===== src/sv/crtc_mode_line_validator_defines.svh =====
// ---------------------------------------------------------------------------
// CRTC mode line validator assertion macros
// Assertion helpers for the validator; they compile away in synthesis.
// ---------------------------------------------------------------------------
`ifndef CRTC_MODE_LINE_VALIDATOR_DEFINES_SVH
`define CRTC_MODE_LINE_VALIDATOR_DEFINES_SVH

`ifndef SYNTHESIS
// same-cycle implication, checked outside reset
`define CRTC_MLV_ASSERT_IMPL(label, ante, cons) \
   label: assert property (@(posedge clock) disable iff (reset) (ante) |-> (cons)) \
      else $error("assertion failed: same-cycle implication");
// next-cycle implication, checked outside reset
`define CRTC_MLV_ASSERT_NEXT(label, ante, cons) \
   label: assert property (@(posedge clock) disable iff (reset) (ante) |=> (cons)) \
      else $error("assertion failed: next-cycle implication");
`else
`define CRTC_MLV_ASSERT_IMPL(label, ante, cons)
`define CRTC_MLV_ASSERT_NEXT(label, ante, cons)
`endif

`endif


===== src/sv/crtc_mlv_pkg.sv =====
// ---------------------------------------------------------------------------
// CRTC mode line validator package
// Shared types and timing limits for the mode line validator.
// ---------------------------------------------------------------------------
package crtc_mlv_pkg;

   // horizontal limits
   localparam logic [12:0] HDISP_MASK   = 13'h07F8;
   localparam logic [12:0] HPOS_MASK    = 13'h0FF8;
   localparam logic [12:0] HDISP_MIN    = 13'd640;
   localparam logic [12:0] HDISP_MAX    = 13'd2048;
   localparam logic [12:0] HBLANK_MIN   = 13'd80;
   localparam logic [12:0] HSYNC_GAP    = 13'd8;
   localparam logic [12:0] HSYNC_MAX    = 13'h00F8;

   // vertical limits
   localparam logic [12:0] VDISP_MASK   = 13'h07FF;
   localparam logic [12:0] VPOS_MASK    = 13'h0FFF;
   localparam logic [12:0] VDISP_MIN    = 13'd400;
   localparam logic [12:0] VDISP_MAX    = 13'd2048;
   localparam logic [12:0] VBLANK_MIN   = 13'd3;
   localparam logic [12:0] VSYNC_GAP    = 13'd1;
   localparam logic [12:0] VSYNC_MAX    = 13'h000F;

   typedef enum logic [1:0] {
      STATUS_OK     = 2'd0,
      STATUS_H_FAIL = 2'd1,
      STATUS_V_FAIL = 2'd2
   } status_type;

   typedef struct packed {
      logic [15:0] hdisp_end;
      logic [15:0] hsync_start;
      logic [15:0] hsync_end;
      logic [15:0] htotal;
      logic [15:0] vdisp_end;
      logic [15:0] vsync_start;
      logic [15:0] vsync_end;
      logic [15:0] vtotal;
   } mode_line_type;

   typedef struct packed {
      logic [11:0] hdisp_end;
      logic [11:0] hsync_start;
      logic [11:0] hsync_end;
      logic [11:0] htotal;
      logic [15:0] vdisp_end;
      logic [15:0] vsync_start;
      logic [15:0] vsync_end;
      logic [15:0] vtotal;
      status_type  status;
   } result_type;

endpackage


===== src/sv/crtc_mode_line_validator.sv =====
// An accepted request passes the input register and then the result register
// before its result shows on the rsp_ ports.
// Throughput: one request per cycle; busy is never raised.
// The result strobe rsp_valid lasts one cycle and the receiver cannot stall.
// Reset (synchronous, active high) clears both valid flags; no result is
// in flight afterwards.
// ---------------------------------------------------------------------------
// CRTC mode line validator
// Registers a raw mode line, corrects it and registers the result.
// ---------------------------------------------------------------------------
`include "crtc_mode_line_validator_defines.svh"

module crtc_mode_line_validator (
   input  logic        clock,
   input  logic        reset,
   input  logic        start,
   output logic        busy,
   input  logic [15:0] req_raw_hdisp_end,
   input  logic [15:0] req_raw_hsync_start,
   input  logic [15:0] req_raw_hsync_end,
   input  logic [15:0] req_raw_htotal,
   input  logic [15:0] req_raw_vdisp_end,
   input  logic [15:0] req_raw_vsync_start,
   input  logic [15:0] req_raw_vsync_end,
   input  logic [15:0] req_raw_vtotal,
   output logic        rsp_valid,
   output logic [11:0] rsp_hdisp_end,
   output logic [11:0] rsp_hsync_start,
   output logic [11:0] rsp_hsync_end,
   output logic [11:0] rsp_htotal,
   output logic [15:0] rsp_vdisp_end,
   output logic [15:0] rsp_vsync_start,
   output logic [15:0] rsp_vsync_end,
   output logic [15:0] rsp_vtotal,
   output logic [1:0]  rsp_status
);

   logic                        req_accept;
   logic                        stage_valid_ff;
   crtc_mlv_pkg::mode_line_type stage_ff;
   crtc_mlv_pkg::mode_line_type stage_in;
   crtc_mlv_pkg::result_type    result_in;
   crtc_mlv_pkg::result_type    result_ff;
   logic                        rsp_valid_ff;

   // never stall the request side
   assign busy       = 1'b0;
   assign req_accept = start && !busy;

   assign stage_in.hdisp_end   = req_raw_hdisp_end;
   assign stage_in.hsync_start = req_raw_hsync_start;
   assign stage_in.hsync_end   = req_raw_hsync_end;
   assign stage_in.htotal      = req_raw_htotal;
   assign stage_in.vdisp_end   = req_raw_vdisp_end;
   assign stage_in.vsync_start = req_raw_vsync_start;
   assign stage_in.vsync_end   = req_raw_vsync_end;
   assign stage_in.vtotal      = req_raw_vtotal;

   // valid flags advance every cycle
   always_ff @(posedge clock) begin
      if (reset) begin
         stage_valid_ff <= 1'b0;
         rsp_valid_ff   <= 1'b0;
      end else begin
         stage_valid_ff <= req_accept;
         rsp_valid_ff   <= stage_valid_ff;
      end
   end

   // capture the request payload
   always_ff @(posedge clock) begin
      if (req_accept) begin
         stage_ff <= stage_in;
      end
   end

   crtc_mlv_core u_core (
      .raw    (stage_ff),
      .result (result_in)
   );

   // hold the corrected mode line for its strobe cycle
   always_ff @(posedge clock) begin
      if (stage_valid_ff) begin
         result_ff <= result_in;
      end
   end

   assign rsp_valid       = rsp_valid_ff;
   assign rsp_hdisp_end   = result_ff.hdisp_end;
   assign rsp_hsync_start = result_ff.hsync_start;
   assign rsp_hsync_end   = result_ff.hsync_end;
   assign rsp_htotal      = result_ff.htotal;
   assign rsp_vdisp_end   = result_ff.vdisp_end;
   assign rsp_vsync_start = result_ff.vsync_start;
   assign rsp_vsync_end   = result_ff.vsync_end;
   assign rsp_vtotal      = result_ff.vtotal;
   assign rsp_status      = result_ff.status;

   `CRTC_MLV_ASSERT_NEXT(a_stage_to_rsp, stage_valid_ff, rsp_valid)
   `CRTC_MLV_ASSERT_NEXT(a_no_spurious_rsp, !stage_valid_ff, !rsp_valid)
   `CRTC_MLV_ASSERT_IMPL(a_hblank_kept, rsp_valid, rsp_htotal >= rsp_hdisp_end + 12'd80)
   `CRTC_MLV_ASSERT_IMPL(a_hsync_in_total, rsp_valid, rsp_hsync_end < rsp_htotal)
   `CRTC_MLV_ASSERT_IMPL(a_vdisp_min,
      rsp_valid && rsp_status == crtc_mlv_pkg::STATUS_OK, rsp_vdisp_end >= 16'd400)

endmodule


===== src/sv/crtc_mlv_core.sv =====
// ---------------------------------------------------------------------------
// CRTC mode line correction logic
// Masks, clamps and orders one raw mode line and flags out-of-range results.
// ---------------------------------------------------------------------------
module crtc_mlv_core (
   input  crtc_mlv_pkg::mode_line_type raw,
   output crtc_mlv_pkg::result_type    result
);

   always_comb begin
      logic [12:0] hd;
      logic [12:0] hss;
      logic [12:0] hse;
      logic [12:0] ht;
      logic [12:0] vd;
      logic [12:0] vss;
      logic [12:0] vse;
      logic [12:0] vt;
      logic        h_fail;
      logic        v_fail;

      // mask horizontal values to multiples of 8
      hd  = raw.hdisp_end[12:0]   & crtc_mlv_pkg::HDISP_MASK;
      hss = raw.hsync_start[12:0] & crtc_mlv_pkg::HPOS_MASK;
      hse = raw.hsync_end[12:0]   & crtc_mlv_pkg::HPOS_MASK;
      ht  = raw.htotal[12:0]      & crtc_mlv_pkg::HPOS_MASK;

      // clamp display end, then order total and sync around it
      if (hd < crtc_mlv_pkg::HDISP_MIN) hd = crtc_mlv_pkg::HDISP_MIN;
      if (hd > crtc_mlv_pkg::HDISP_MAX) hd = crtc_mlv_pkg::HDISP_MAX;
      if (ht < hd + crtc_mlv_pkg::HBLANK_MIN) ht = hd + crtc_mlv_pkg::HBLANK_MIN;
      if (hse > ht - crtc_mlv_pkg::HSYNC_GAP) hse = ht - crtc_mlv_pkg::HSYNC_GAP;
      if (hss < hd + crtc_mlv_pkg::HSYNC_GAP) hss = hd + crtc_mlv_pkg::HSYNC_GAP;
      if (hse > hss + crtc_mlv_pkg::HSYNC_MAX) hse = hss + crtc_mlv_pkg::HSYNC_MAX;

      h_fail = (hd  != (hd  & crtc_mlv_pkg::HDISP_MASK)) ||
               (hss != (hss & crtc_mlv_pkg::HPOS_MASK))  ||
               (hse != (hse & crtc_mlv_pkg::HPOS_MASK))  ||
               (ht  != (ht  & crtc_mlv_pkg::HPOS_MASK));

      // same treatment for the vertical values, masked without alignment to multiples of 8
      vd  = raw.vdisp_end[12:0]   & crtc_mlv_pkg::VDISP_MASK;
      vss = raw.vsync_start[12:0] & crtc_mlv_pkg::VPOS_MASK;
      vse = raw.vsync_end[12:0]   & crtc_mlv_pkg::VPOS_MASK;
      vt  = raw.vtotal[12:0]      & crtc_mlv_pkg::VPOS_MASK;

      if (vd < crtc_mlv_pkg::VDISP_MIN) vd = crtc_mlv_pkg::VDISP_MIN;
      if (vd > crtc_mlv_pkg::VDISP_MAX) vd = crtc_mlv_pkg::VDISP_MAX;
      if (vt < vd + crtc_mlv_pkg::VBLANK_MIN) vt = vd + crtc_mlv_pkg::VBLANK_MIN;
      if (vse > vt - crtc_mlv_pkg::VSYNC_GAP) vse = vt - crtc_mlv_pkg::VSYNC_GAP;
      if (vss < vd + crtc_mlv_pkg::VSYNC_GAP) vss = vd + crtc_mlv_pkg::VSYNC_GAP;
      if (vse > vss + crtc_mlv_pkg::VSYNC_MAX) vse = vss + crtc_mlv_pkg::VSYNC_MAX;

      v_fail = (vd  != (vd  & crtc_mlv_pkg::VDISP_MASK)) ||
               (vss != (vss & crtc_mlv_pkg::VPOS_MASK))  ||
               (vse != (vse & crtc_mlv_pkg::VPOS_MASK))  ||
               (vt  != (vt  & crtc_mlv_pkg::VPOS_MASK));

      // horizontal fields always carry the corrected values
      result.hdisp_end   = hd[11:0];
      result.hsync_start = hss[11:0];
      result.hsync_end   = hse[11:0];
      result.htotal      = ht[11:0];

      // pass raw vertical values through on a horizontal failure
      if (h_fail) begin
         result.vdisp_end   = raw.vdisp_end;
         result.vsync_start = raw.vsync_start;
         result.vsync_end   = raw.vsync_end;
         result.vtotal      = raw.vtotal;
         result.status      = crtc_mlv_pkg::STATUS_H_FAIL;
      end else begin
         result.vdisp_end   = {3'b000, vd};
         result.vsync_start = {3'b000, vss};
         result.vsync_end   = {3'b000, vse};
         result.vtotal      = {3'b000, vt};
         result.status      = v_fail ? crtc_mlv_pkg::STATUS_V_FAIL
                                     : crtc_mlv_pkg::STATUS_OK;
      end
   end

endmodule


===== config.mk =====
export PLATFORM = sky130hd
export DESIGN_NAME = crtc_mode_line_validator
export DESIGN_NICKNAME = d
export VERILOG_FILES = /design/src/sv/crtc_mlv_pkg.sv /design/src/sv/crtc_mode_line_validator.sv /design/src/sv/crtc_mlv_core.sv
export VERILOG_INCLUDE_DIRS = /design/src /design/src/sv
export SDC_FILE = /design/constraint.sdc
export NUM_CORES = 1
export LEC_CHECK = 0
export BUFFER_PORTS_ARGS = -buffer_cell sky130_fd_sc_hd__buf_2
export CAP_MARGIN = 20
export CELL_PAD_IN_SITES_DETAIL_PLACEMENT = 1
export CELL_PAD_IN_SITES_GLOBAL_PLACEMENT = 1
export CORE_MARGIN = 2
export CORE_UTILIZATION = 45
export CTS_BUF_LIST = sky130_fd_sc_hd__clkbuf_8 sky130_fd_sc_hd__clkbuf_16
export DETAILED_ROUTE_END_ITERATION = 12
export GPL_TIMING_DRIVEN = 0
export PLACE_DENSITY_LB_ADDON = 0.1
export SLEW_MARGIN = 0
export SYNTH_ARGS = -nofsm -noshare
export SYNTH_HDL_FRONTEND = slang
export SYNTH_HIERARCHICAL = 1
export SYNTH_SLANG_ARGS = --single-unit

===== constraint.sdc =====
create_clock -name clock -period 12.3 [get_ports clock]
set_input_delay 1.845 -clock clock [delete_from_list [all_inputs] [get_ports clock]]
set_output_delay 1.845 -clock clock [all_outputs]
set_load 0.005 [all_outputs]

==> impl_results.md, run 1 <==
* Status: completed
* Syn Std Cell Area at between 10,000 and 15,000 um^2
* P&R area growth vs syn at 19.6%
* Hold Path End: rsp_vdisp_end[13]
* Sequential Power Share at 0.396
* Critical Path RT at about 13 ns
* Crit Path Category: reg -> reg
* FF-to-FF End: rsp_vsync_end[9]
* Peak Freq at roughly 0.086 GHz
* Net Sw Frac at 0.317
* Synthesized area per cell at roughly 11 um^2
* Tightest Pin Transition at ~0.74 ns
* DR vias/cell at between 5 and 6
* Period utilization at 0.945
* TritonRoute pass-1 iters at 4
* Setup violators final at 0
* # hold bufs at CTS at 0
* WL final at ~35,000 um
* Worst R2R Start: stage_ff[56]
* CP endpoint kind: flop
* Worst r2r path cells at 46
* Pleak at ~6.3 nW
* Routed WL per cell at about 20 um
* Layout net count at 1,571
* Die Span Y at about 170 um
* Post-route antenna net violation count at 0
* Die Area at between 20,000 and 30,000 um^2
* Resize count post-CTS at 0
* Pwr dens at 156 nW/um^2
* CTS Buf Count at 25
* DR vias at around 9,500
* Final Max Tran Viols at 0
* Clock skew at between 0.01 and 0.015 ns
* Int Pwr at roughly 0.0016 W
* Clk sink count at 215
* Core ar. at about 27,000 um^2
* TritonCTS clock tree: yes
* Post-Syn Instances at 1,093
* Max-cap violations at 0
* Slowest Stage Delay on Critical Path at between 0.6 and 0.7 ns
* FF+latch area at between 6000 and 7000 um^2
* Peak VDD IR at ~0.00011 V
* Initial core utilization at 0.460
* Vias in the first global route at just under 10,000
* Largest net degree at the start of global routing at 64
* Fill cell count at slightly below 3,000
* Drc violations at 0
* Endpoints failing hold at 0
* Hold path depth at 1
* Worst min-delay path class: reg -> reg
* Sw Pwr at about 0.00074 W
* Latest clock arrival within the worst-skew pair at around 0.54 ns
* First-iteration detailed-routing DRC count at between 400 and 500
* Clock Tree Root: clkbuf_16
* RSZ-0062 raised after global routing: no
* CP most frequent cell: ha_1
* Critical Path Fanout Max at 10
* WP data arrival at between 10 and 15 ns
* Clk slew on worst S/H paths at around 0.060 ns
* Tot GR Track Use at 0.237
* Std-Cell Rows at 60
* Area of the multi-input gates at roughly 5500 um^2
* Synth warn at 6
* Reg2reg setup slack at around 0.67 ns
* Combinational power share at 0.305
* Hold_sp: stage_ff[61]
* Clock share of power at 0.299
* H-tree levels at 1
* PortBufs at ~220
* Die Width at 170 um
* Routability cong. at ~0.89
* Clk buf depth at 3
* CP max-delay cell: or4_1
* Worst Setup SP: stage_ff[56]
* Relative slew slack at 0.501
* First-pass GRT wire length at roughly 53,000 um
* IO Pins at 247
* Fin crit period at ~12 ns
* Grt ovf at 0
* Total power draw at 0.00233 W
* CP Launch Type: flop
* Setup Fix Bufs, Post-CTS at 0
* DP HPWL at ~27,000 um
* Initial antenna violation count at 3
* Share of cells above drive strength 1 at 0.243
* Final TNS setup at 0 ns
per-layer routing:
| metal | vias to the layer above | global-route usage | part of all wire |
|---|---|---|---|
| li1 | 4550 | - | - |
| met1 | 4686 | 0.280 | 0.41 |
| met2 | 193 | 0.443 | 0.52 |
| met3 | 59 | 0.0319 | 0.036 |
| met4 | 0 | 0.0795 | 0.033 |
| met5 | - | 0 | 0 |
worst max-delay path, delay by kind of cell, from the launching register on:
family	cells	cell delay (ns)
adders and majority gates	5	1.71
AOI/OAI and AO/OA	14	3.01
xor gates and xnor gates	1	0.18
muxes	2	0.49
DFF	1	0.42
and+or+nand+nor	18	4.46
buffers and inverters	6	1.09
flip-flops by register name (all words and copies together) (netlist names), 2 cells and up:
register         count
rsp_hsync_start     12
rsp_vsync_start     16
rsp_hdisp_end       12
rsp_hsync_end       12
rsp_htotal          12
rsp_vtotal          16
rsp_vsync_end       16
rsp_status           2
stage_ff            99
rsp_vdisp_end       16
power groups by stage:
stage	combinational [W]	sequential [W]	clock (W)
3_3_place_gp	0.000672	0.000945	0
2_1_floorplan	0.000475	0.000937	0
5_1_grt	0.000786	0.000931	0.000741
3_5_place_dp	0.000701	0.000939	0
6_report	0.000710	0.000924	0.000698
4_1_cts	0.000710	0.000925	0.000721
cell type report:
| cell class | instances | area share |
|---|---|---|
| repair buffers | 219 | 0.0772 |
| inverters | 82 | 0.0206 |
| well taps | 372 | 0.0312 |
| plain buffers | 49 | 0.0180 |
| flip-flops and latches | 215 | 0.432 |
| clock inverters | 17 | 0.00897 |
| multi-input cells | 761 | 0.370 |
| clock buffers | 25 | 0.0419 |
| diodes | 3 | 0.000503 |
worst max-delay path by stage:
stage | end | slack, ns | depth (start not counted)
2_1_floorplan | rsp_vsync_end[8] | 3.22 | 46
3_3_place_gp | rsp_vsync_end[9] | 0.86 | 45
3_5_place_dp | rsp_vsync_end[9] | 0.75 | 45
4_1_cts | rsp_vsync_end[9] | 0.70 | 45
5_1_grt | rsp_vsync_end[9] | 0.02 | 47
6_report | rsp_vsync_end[9] | 0.67 | 46
layout by cell type (no fill, tap or decap), types with 15 or more instances in the layout:
| master | count |
|---|---|
| nor3_1 | 20 |
| nor2b_1 | 22 |
| edfxtp_1 | 213 |
| clkbuf_16 | 25 |
| a21oi_1 | 69 |
| nand4_1 | 18 |
| buf_2 | 229 |
| and2_1 | 23 |
| mux2_2 | 15 |
| nand3_1 | 27 |
| clkbuf_1 | 19 |
| mux2i_1 | 37 |
| conb_1 | 16 |
| nor2_1 | 97 |
| nand2_1 | 48 |
| o21ai_0 | 37 |
| xor2_1 | 27 |
| inv_1 | 88 |
| xnor2_1 | 35 |
| buf_4 | 15 |
| ha_1 | 87 |
through the flow:
stage | instance area (um^2) | util | hold slack, ns | setup slack [ns] | cells
finish | 14900 | 0.550 | 0.514 | 0.672 | 1743
global route | 14900 | 0.550 | 0.535 | 0.0229 | 1743
detailed placement | 14100 | 0.522 | 0.504 | 0.752 | 1698
floorplan | 12500 | - | 0.495 | 3.22 | 1107
CTS | 14900 | 0.550 | 0.516 | 0.697 | 1740
global placement | 14100 | 0.519 | 0.499 | 0.862 | 1695
Power figures use the tool's default switching activity.
==> inputs of run 2 (changes only) <==
--- a/config.mk
+++ b/config.mk
@@ -6,15 +6,18 @@
 export SDC_FILE = /design/constraint.sdc
 export NUM_CORES = 1
 export LEC_CHECK = 0
+export ABC_AREA = 1
 export BUFFER_PORTS_ARGS = -buffer_cell sky130_fd_sc_hd__buf_2
 export CAP_MARGIN = 20
 export CELL_PAD_IN_SITES_DETAIL_PLACEMENT = 1
 export CELL_PAD_IN_SITES_GLOBAL_PLACEMENT = 1
 export CORE_MARGIN = 2
-export CORE_UTILIZATION = 45
+export CORE_UTILIZATION = 44
 export CTS_BUF_LIST = sky130_fd_sc_hd__clkbuf_8 sky130_fd_sc_hd__clkbuf_16
+export CTS_CLUSTER_SIZE = 14
 export DETAILED_ROUTE_END_ITERATION = 12
 export GPL_TIMING_DRIVEN = 0
+export MAX_ROUTING_LAYER = met4
 export PLACE_DENSITY_LB_ADDON = 0.1
 export SLEW_MARGIN = 0
 export SYNTH_ARGS = -nofsm -noshare
==> run 2 against run 1 <==
Compared with the run above:
- global-route usage down 0.20 points
- clock power up 1%
- synthesized cell count is 6.5% higher
- sequential power is essentially flat
- final cell count increased by 2.1%
- maximum frequency increased by 35%
- setup slack gained 3.0 ns
- core utilization decreased by 0.86 points
==> impl_results.md, run 2 <==
* Status: completed
* Latest clock arrival within the worst-skew pair at between 0.5 and 0.6 ns
* Relative slew slack at 0.490
* Slowest Stage Delay on Critical Path at 0.57 ns
* Fin crit period at between 8 and 9 ns
* Tot GR Track Use at 0.235
* Resize count post-CTS at 0
* Clock share of power at 0.318
* Post-Syn Instances at approximately 1,200
* Hold_sp: stage_ff[28]
* Worst R2R Start: stage_ff[119]
* PortBufs at about 220
* Largest net degree at the start of global routing at 73
* Routability cong. at 0.881
* Final core utilization at 0.542
* WL final at roughly 32,000 um
* FF-to-FF End: rsp_vsync_end[8]
* # hold bufs at CTS at 0
* DP HPWL at ~25,000 um
* Critical Path RT at roughly 13 ns
* Worst r2r path cells at 43
* CP endpoint kind: flop
* Final TNS setup at 0 ns
* Most flop-heavy register: stage_ff
* Combinational power share at 0.269
* Post-route antenna net violation count at 0
* Most used cells in the layout excluding fill and tap cells: nand2_1, buf_2, edfxtp_1
* Period utilization at 0.702
* Net Sw Frac at 0.318
* Clk slew on worst S/H paths at ~0.060 ns
* Pleak at between 6 and 7 nW
* Worst Setup SP: stage_ff[119]
* CTS Buf Count at 25
* Synthesized area per cell at between 10 and 15 um^2
* Layout net count at about 1,600
* Crit Path Category: reg -> reg
* CP Launch Type: flop
* Reg2reg setup slack at approximately 3.7 ns
* TritonRoute pass-1 iters at 4
* Vias in the first global route at 9,456
* Clk buf depth at 3
* P&R area growth vs syn at 20.4%
* Sw Pwr at ~0.00071 W
* Initial core utilization at 0.450
* Placed Area at roughly 13,000 um^2
* Clock Tree Root: clkbuf_16
* Setup Fix Bufs, Post-CTS at 0
* Number of flip-flops in the largest register at just under 100
* Worst min-delay path class: reg -> reg
* DR vias at 8,989
* Worst hold slack at between 0.5 and 0.6 ns
* Die Span Y at 168 um
* Setup violators final at 0
* Peak Freq at between 0.1 and 0.15 GHz
* Peak VDD IR at 0.000130 V
* Routed WL per cell at approximately 18 um
* Final Max Tran Viols at 0
* DR vias/cell at just over 5
* CP most frequent cell: nand2_1
* CP max-delay cell: clkbuf_1
* Synth warn at 6
* Drc violations at 0
* H-tree levels at 1
* Core ar. at around 26,000 um^2
* Max-cap violations at 0
* CP endpoint: rsp_vsync_end[8]
* Design Area, Final at about 14,000 um^2
* Endpoints failing hold at 0
* Int Pwr at about 0.0015 W
* RSZ-0062 raised after global routing: no
* Die Width at roughly 170 um
* Tightest Pin Transition at ~0.76 ns
* Critical Path Fanout Max at 10
* Syn Std Cell Area at ~12,000 um^2
* First-pass GRT wire length at 50,500 um
* Clk sink count at approximately 220
* Std-Cell Rows at 59
* WP data arrival at slightly below 9 ns
* Share of cells above drive strength 1 at 0.246
* Clock skew at roughly 0.017 ns
* TritonCTS clock tree: yes
* Die Area at ~28,000 um^2
* Commonest non-fill, non-tap cell in the layout: nand2_1
* Sequential Power Share at 0.413
* First-iteration detailed-routing DRC count at 457
* IO Pins at approximately 250
* Initial antenna violation count at 3
* Pwr dens at around 160 nW/um^2
* Grt ovf at 0
==> run 2: power groups by stage <==
stage	sequential, W	clock (W)	combinational, W
after floorplan	0.000935	0	0.000391
after global placement	0.000942	0	0.000564
after detailed placement	0.000936	0	0.000596
after CTS	0.000922	0.000729	0.000601
after global routing	0.000928	0.000752	0.000683
final	0.000921	0.000707	0.000599
==> run 2: worst min-delay path by stage <==
stage	to	slack [ns]	depth (start not counted)
final	rsp_vsync_end[12]	0.53	1
after global routing	rsp_vsync_end[12]	0.57	1
after detailed placement	rsp_vsync_end[12]	0.54	1
after global placement	rsp_vsync_end[12]	0.50	1
after floorplan	rsp_vsync_end[12]	0.50	1
after CTS	rsp_vsync_end[12]	0.54	1
==> run 2: worst max-delay path, delay by kind of cell, from the launching register on <==
kind / cells / cell delay, ns
XOR/XNOR: 1 / 0.33
AO/OA/AOI/OAI: 14 / 2.71
flip-flops: 1 / 0.37
buffers and inverters: 7 / 1.38
adder cells (fa/ha/maj): 5 / 1.39
AND/OR/NAND/NOR: 16 / 2.18
==> run 2: area by class of cell <==
cell class	count	area [um^2]
multi-input combinational	778	4620
inverter	147	552
timing repair buffer	218	1140
buffer	38	234
antenna	4	10.0
clock buffer	25	626
fill	2973	12000
clock inverter	20	159
tap	335	419
sequential	215	6440
==> run 2: per-layer routing <==
layer  wire (um)  global-route usage
met1       14900               0.311
met2       14500               0.378
met3        1590              0.0461
met4         669              0.0518
met5           0                   -
==> run 2: stage by stage <==
stage / power, W / std cells / setup slack, ns
2_1_floorplan: 0.00133 / 1178 / 5.43
3_3_place_gp: 0.00151 / 1729 / 4.01
3_5_place_dp: 0.00153 / 1731 / 3.69
4_1_cts: 0.00225 / 1776 / 3.66
5_1_grt: 0.00236 / 1779 / 3.01
6_report: 0.00223 / 1780 / 3.66
==> inputs of run 3 (changes only) <==
--- a/config.mk
+++ b/config.mk
@@ -12,7 +12,7 @@
 export CELL_PAD_IN_SITES_DETAIL_PLACEMENT = 1
 export CELL_PAD_IN_SITES_GLOBAL_PLACEMENT = 1
 export CORE_MARGIN = 2
-export CORE_UTILIZATION = 44
+export CORE_UTILIZATION = 40
 export CTS_BUF_LIST = sky130_fd_sc_hd__clkbuf_8 sky130_fd_sc_hd__clkbuf_16
 export CTS_CLUSTER_SIZE = 14
 export DETAILED_ROUTE_END_ITERATION = 12
==> constraint.sdc (replaced) <==
create_clock -name clock -period 7.4 [get_ports clock]
set_input_delay 1.11 -clock clock [delete_from_list [all_inputs] [get_ports clock]]
set_output_delay 1.11 -clock clock [all_outputs]
set_load 0.005 [all_outputs]
==> run 3 against run 2 <==
Compared with the run above:
- die area increased by 9.8%
- critical endpoint is now rsp_vsync_start[3]
- hold slack improved by 0.0041 ns
- sequential cell count unchanged
- setup slack got worse by 3.5 ns
- final cell count increased by 6.3%
- clock power increased by 53%
- power increased by 72%
==> impl_results.md, run 3 (same netlist as run 2, synthesis figures left out) <==
* Status: completed
* Hold_sp: stage_ff[28]
* Number of flip-flops in the largest register at 99
* Clk slew on worst S/H paths at approximately 0.06 ns
* WP data arrival at 7.46 ns
* Int Pwr at ~0.0026 W
* Share of cells above drive strength 1 at 0.347
* Hold path depth at 1
* Initial core utilization at 0.409
* Worst hold slack at approximately 0.54 ns
* Final TNS setup at 0 ns
* Worst min-delay path class: reg -> reg
* Period utilization at 0.973
* Total power draw at between 0.003 and 0.004 W
* Clk sink count at 215
* P&R area growth vs syn at 31.0%
* Reg2reg setup slack at roughly 0.2 ns
* Final cell count without fillers at 1,893
* TritonCTS clock tree: yes
* Core ar. at 28,900 um^2
* Post-route antenna net violation count at 0
* Peak Freq at about 0.14 GHz
* WL final at roughly 34,000 um
* Vias in the first global route at between 9,000 and 10,000
* Layout net count at between 1,500 and 2,000
* CP max-delay cell: edfxtp_1
* RSZ-0062 raised after global routing: yes
* CP Launch Type: flop
* Worst R2R Start: stage_ff[120]
* Commonest non-fill, non-tap cell in the layout: nand2_1
* Fin crit period at just over 7 ns
* Worst r2r path cells at 43
* Crit Path Category: reg -> reg
* Hold Path End: rsp_vsync_end[12]
* Die Area at slightly above 30,000 um^2
* Sw Pwr at between 0.001 and 0.0015 W
* Design Area, Final at roughly 15,000 um^2
* Latest clock arrival within the worst-skew pair at about 0.54 ns
* Endpoints failing hold at 0
* DR vias/cell at around 4.9
* Pwr dens at 248 nW/um^2
* Std-Cell Rows at between 60 and 70
* Placed Area at around 13,000 um^2
* DR vias at between 9,000 and 10,000
* Largest net degree at the start of global routing at 69
* Peak VDD IR at about 0.00022 V
* First-iteration detailed-routing DRC count at approximately 470
* Setup violators final at 0
* Clock Tree Root: clkbuf_16
* Slowest Stage Delay on Critical Path at approximately 0.37 ns
* Most used cells in the layout excluding fill and tap cells: nand2_1, buf_2, edfxtp_1
* Drc violations at 0
* Die Width at roughly 180 um
* Clock skew at roughly 0.022 ns
* CTS Buf Count at 24
* First-pass GRT wire length at a little over 50,000 um
* Critical Path Fanout Max at 10
* CP most frequent cell: buf_6
* Critical Path RT at 7.66 ns
* TritonRoute pass-1 iters at 7
* Net Sw Frac at 0.327
* Max-cap violations at 0
* Tot GR Track Use at 0.216
* Initial antenna violation count at 2
* IO Pins at ~250
* Clk buf depth at 3
* CP endpoint kind: flop
* Clock share of power at 0.282
* Tightest Pin Transition at 0.753 ns
* Routed WL per cell at ~18 um
* Placed Cells incl. Taps at around 1,800
* Combinational power share at 0.319
* H-tree levels at 1
* Relative slew slack at 0.492
* Sequential Power Share at 0.399
* Most flop-heavy register: stage_ff
* Pleak at 6.93 nW
* FF-to-FF End: rsp_vsync_start[3]
* Grt ovf at 0
* Routability cong. at roughly 0.86
* Die Span Y at 176 um
* Final Max Tran Viols at 0
* DP HPWL at 24,500 um
* PortBufs at approximately 220
run 3: worst max path at each step:
stage | startpoint | endpoint | cells after the start
finish | stage_ff[120] | rsp_vsync_start[3] | 43
global route | stage_ff[119] | rsp_vsync_end[1] | 46
CTS | stage_ff[56] | rsp_vsync_end[10] | 52
detailed placement | stage_ff[119] | rsp_vsync_end[8] | 43
global placement | stage_ff[119] | rsp_vdisp_end[6] | 43
floorplan | stage_ff[119] | rsp_vsync_start[11] | 42
run 3: routing by layer:
layer / up-vias / track usage / wire, um
met3: 49 / 0.0366 / 1800
met5: - / - / 0
met4: 0 / 0.0437 / 737
met2: 210 / 0.343 / 15900
li1: 4588 / - / -
met1: 4449 / 0.293 / 15400
run 3: power by group through the flow:
stage	Combinational (W)	Clock (W)	Sequential, W
6_report	0.00122	0.00108	0.00153
5_1_grt	0.00137	0.00116	0.00154
4_1_cts	0.00106	0.00112	0.00153
3_5_place_dp	0.000984	0	0.00156
3_3_place_gp	0.000944	0	0.00157
2_1_floorplan	0.000650	0	0.00155
run 3: what timing repair did:
action | in CTS | in global routing
resized for setup | 65 | 117
hold buffers | 0 | 0
pin swaps | 14 | 47
gates cloned | 4 | 1
setup buffers | 30 | 34
setup endpoints to repair | 73 | 73
run 3: cell type report:
class | count | area (um^2)
antenna | 3 | 7.51
clock inverter | 17 | 104
timing repair inverter | 1 | 7.51
tap | 384 | 480
buffer | 38 | 313
timing repair buffer | 285 | 1650
clock buffer | 24 | 601
inverter | 147 | 564
sequential | 215 | 6440
multi-input combinational | 779 | 5280
fill | 3272 | 13400
run 3: critical path, delay by kind of cell (launching register included):
kind                     cells  cell delay, ns
AO/OA/AOI/OAI               14            2.17
adder cells (fa/ha/maj)      4            1.03
AND/OR/NAND/NOR             14            1.76
XOR/XNOR                     1            0.23
buffers and inverters       10            1.30
flip-flops                   1            0.37
run 3: metrics by stage:
stage,setup slack [ns],utilization
global placement,-0.939,0.465
CTS,0.0361,0.507
floorplan,0.530,-
finish,0.200,0.535
detailed placement,-1.12,0.467
global route,-0.201,0.535
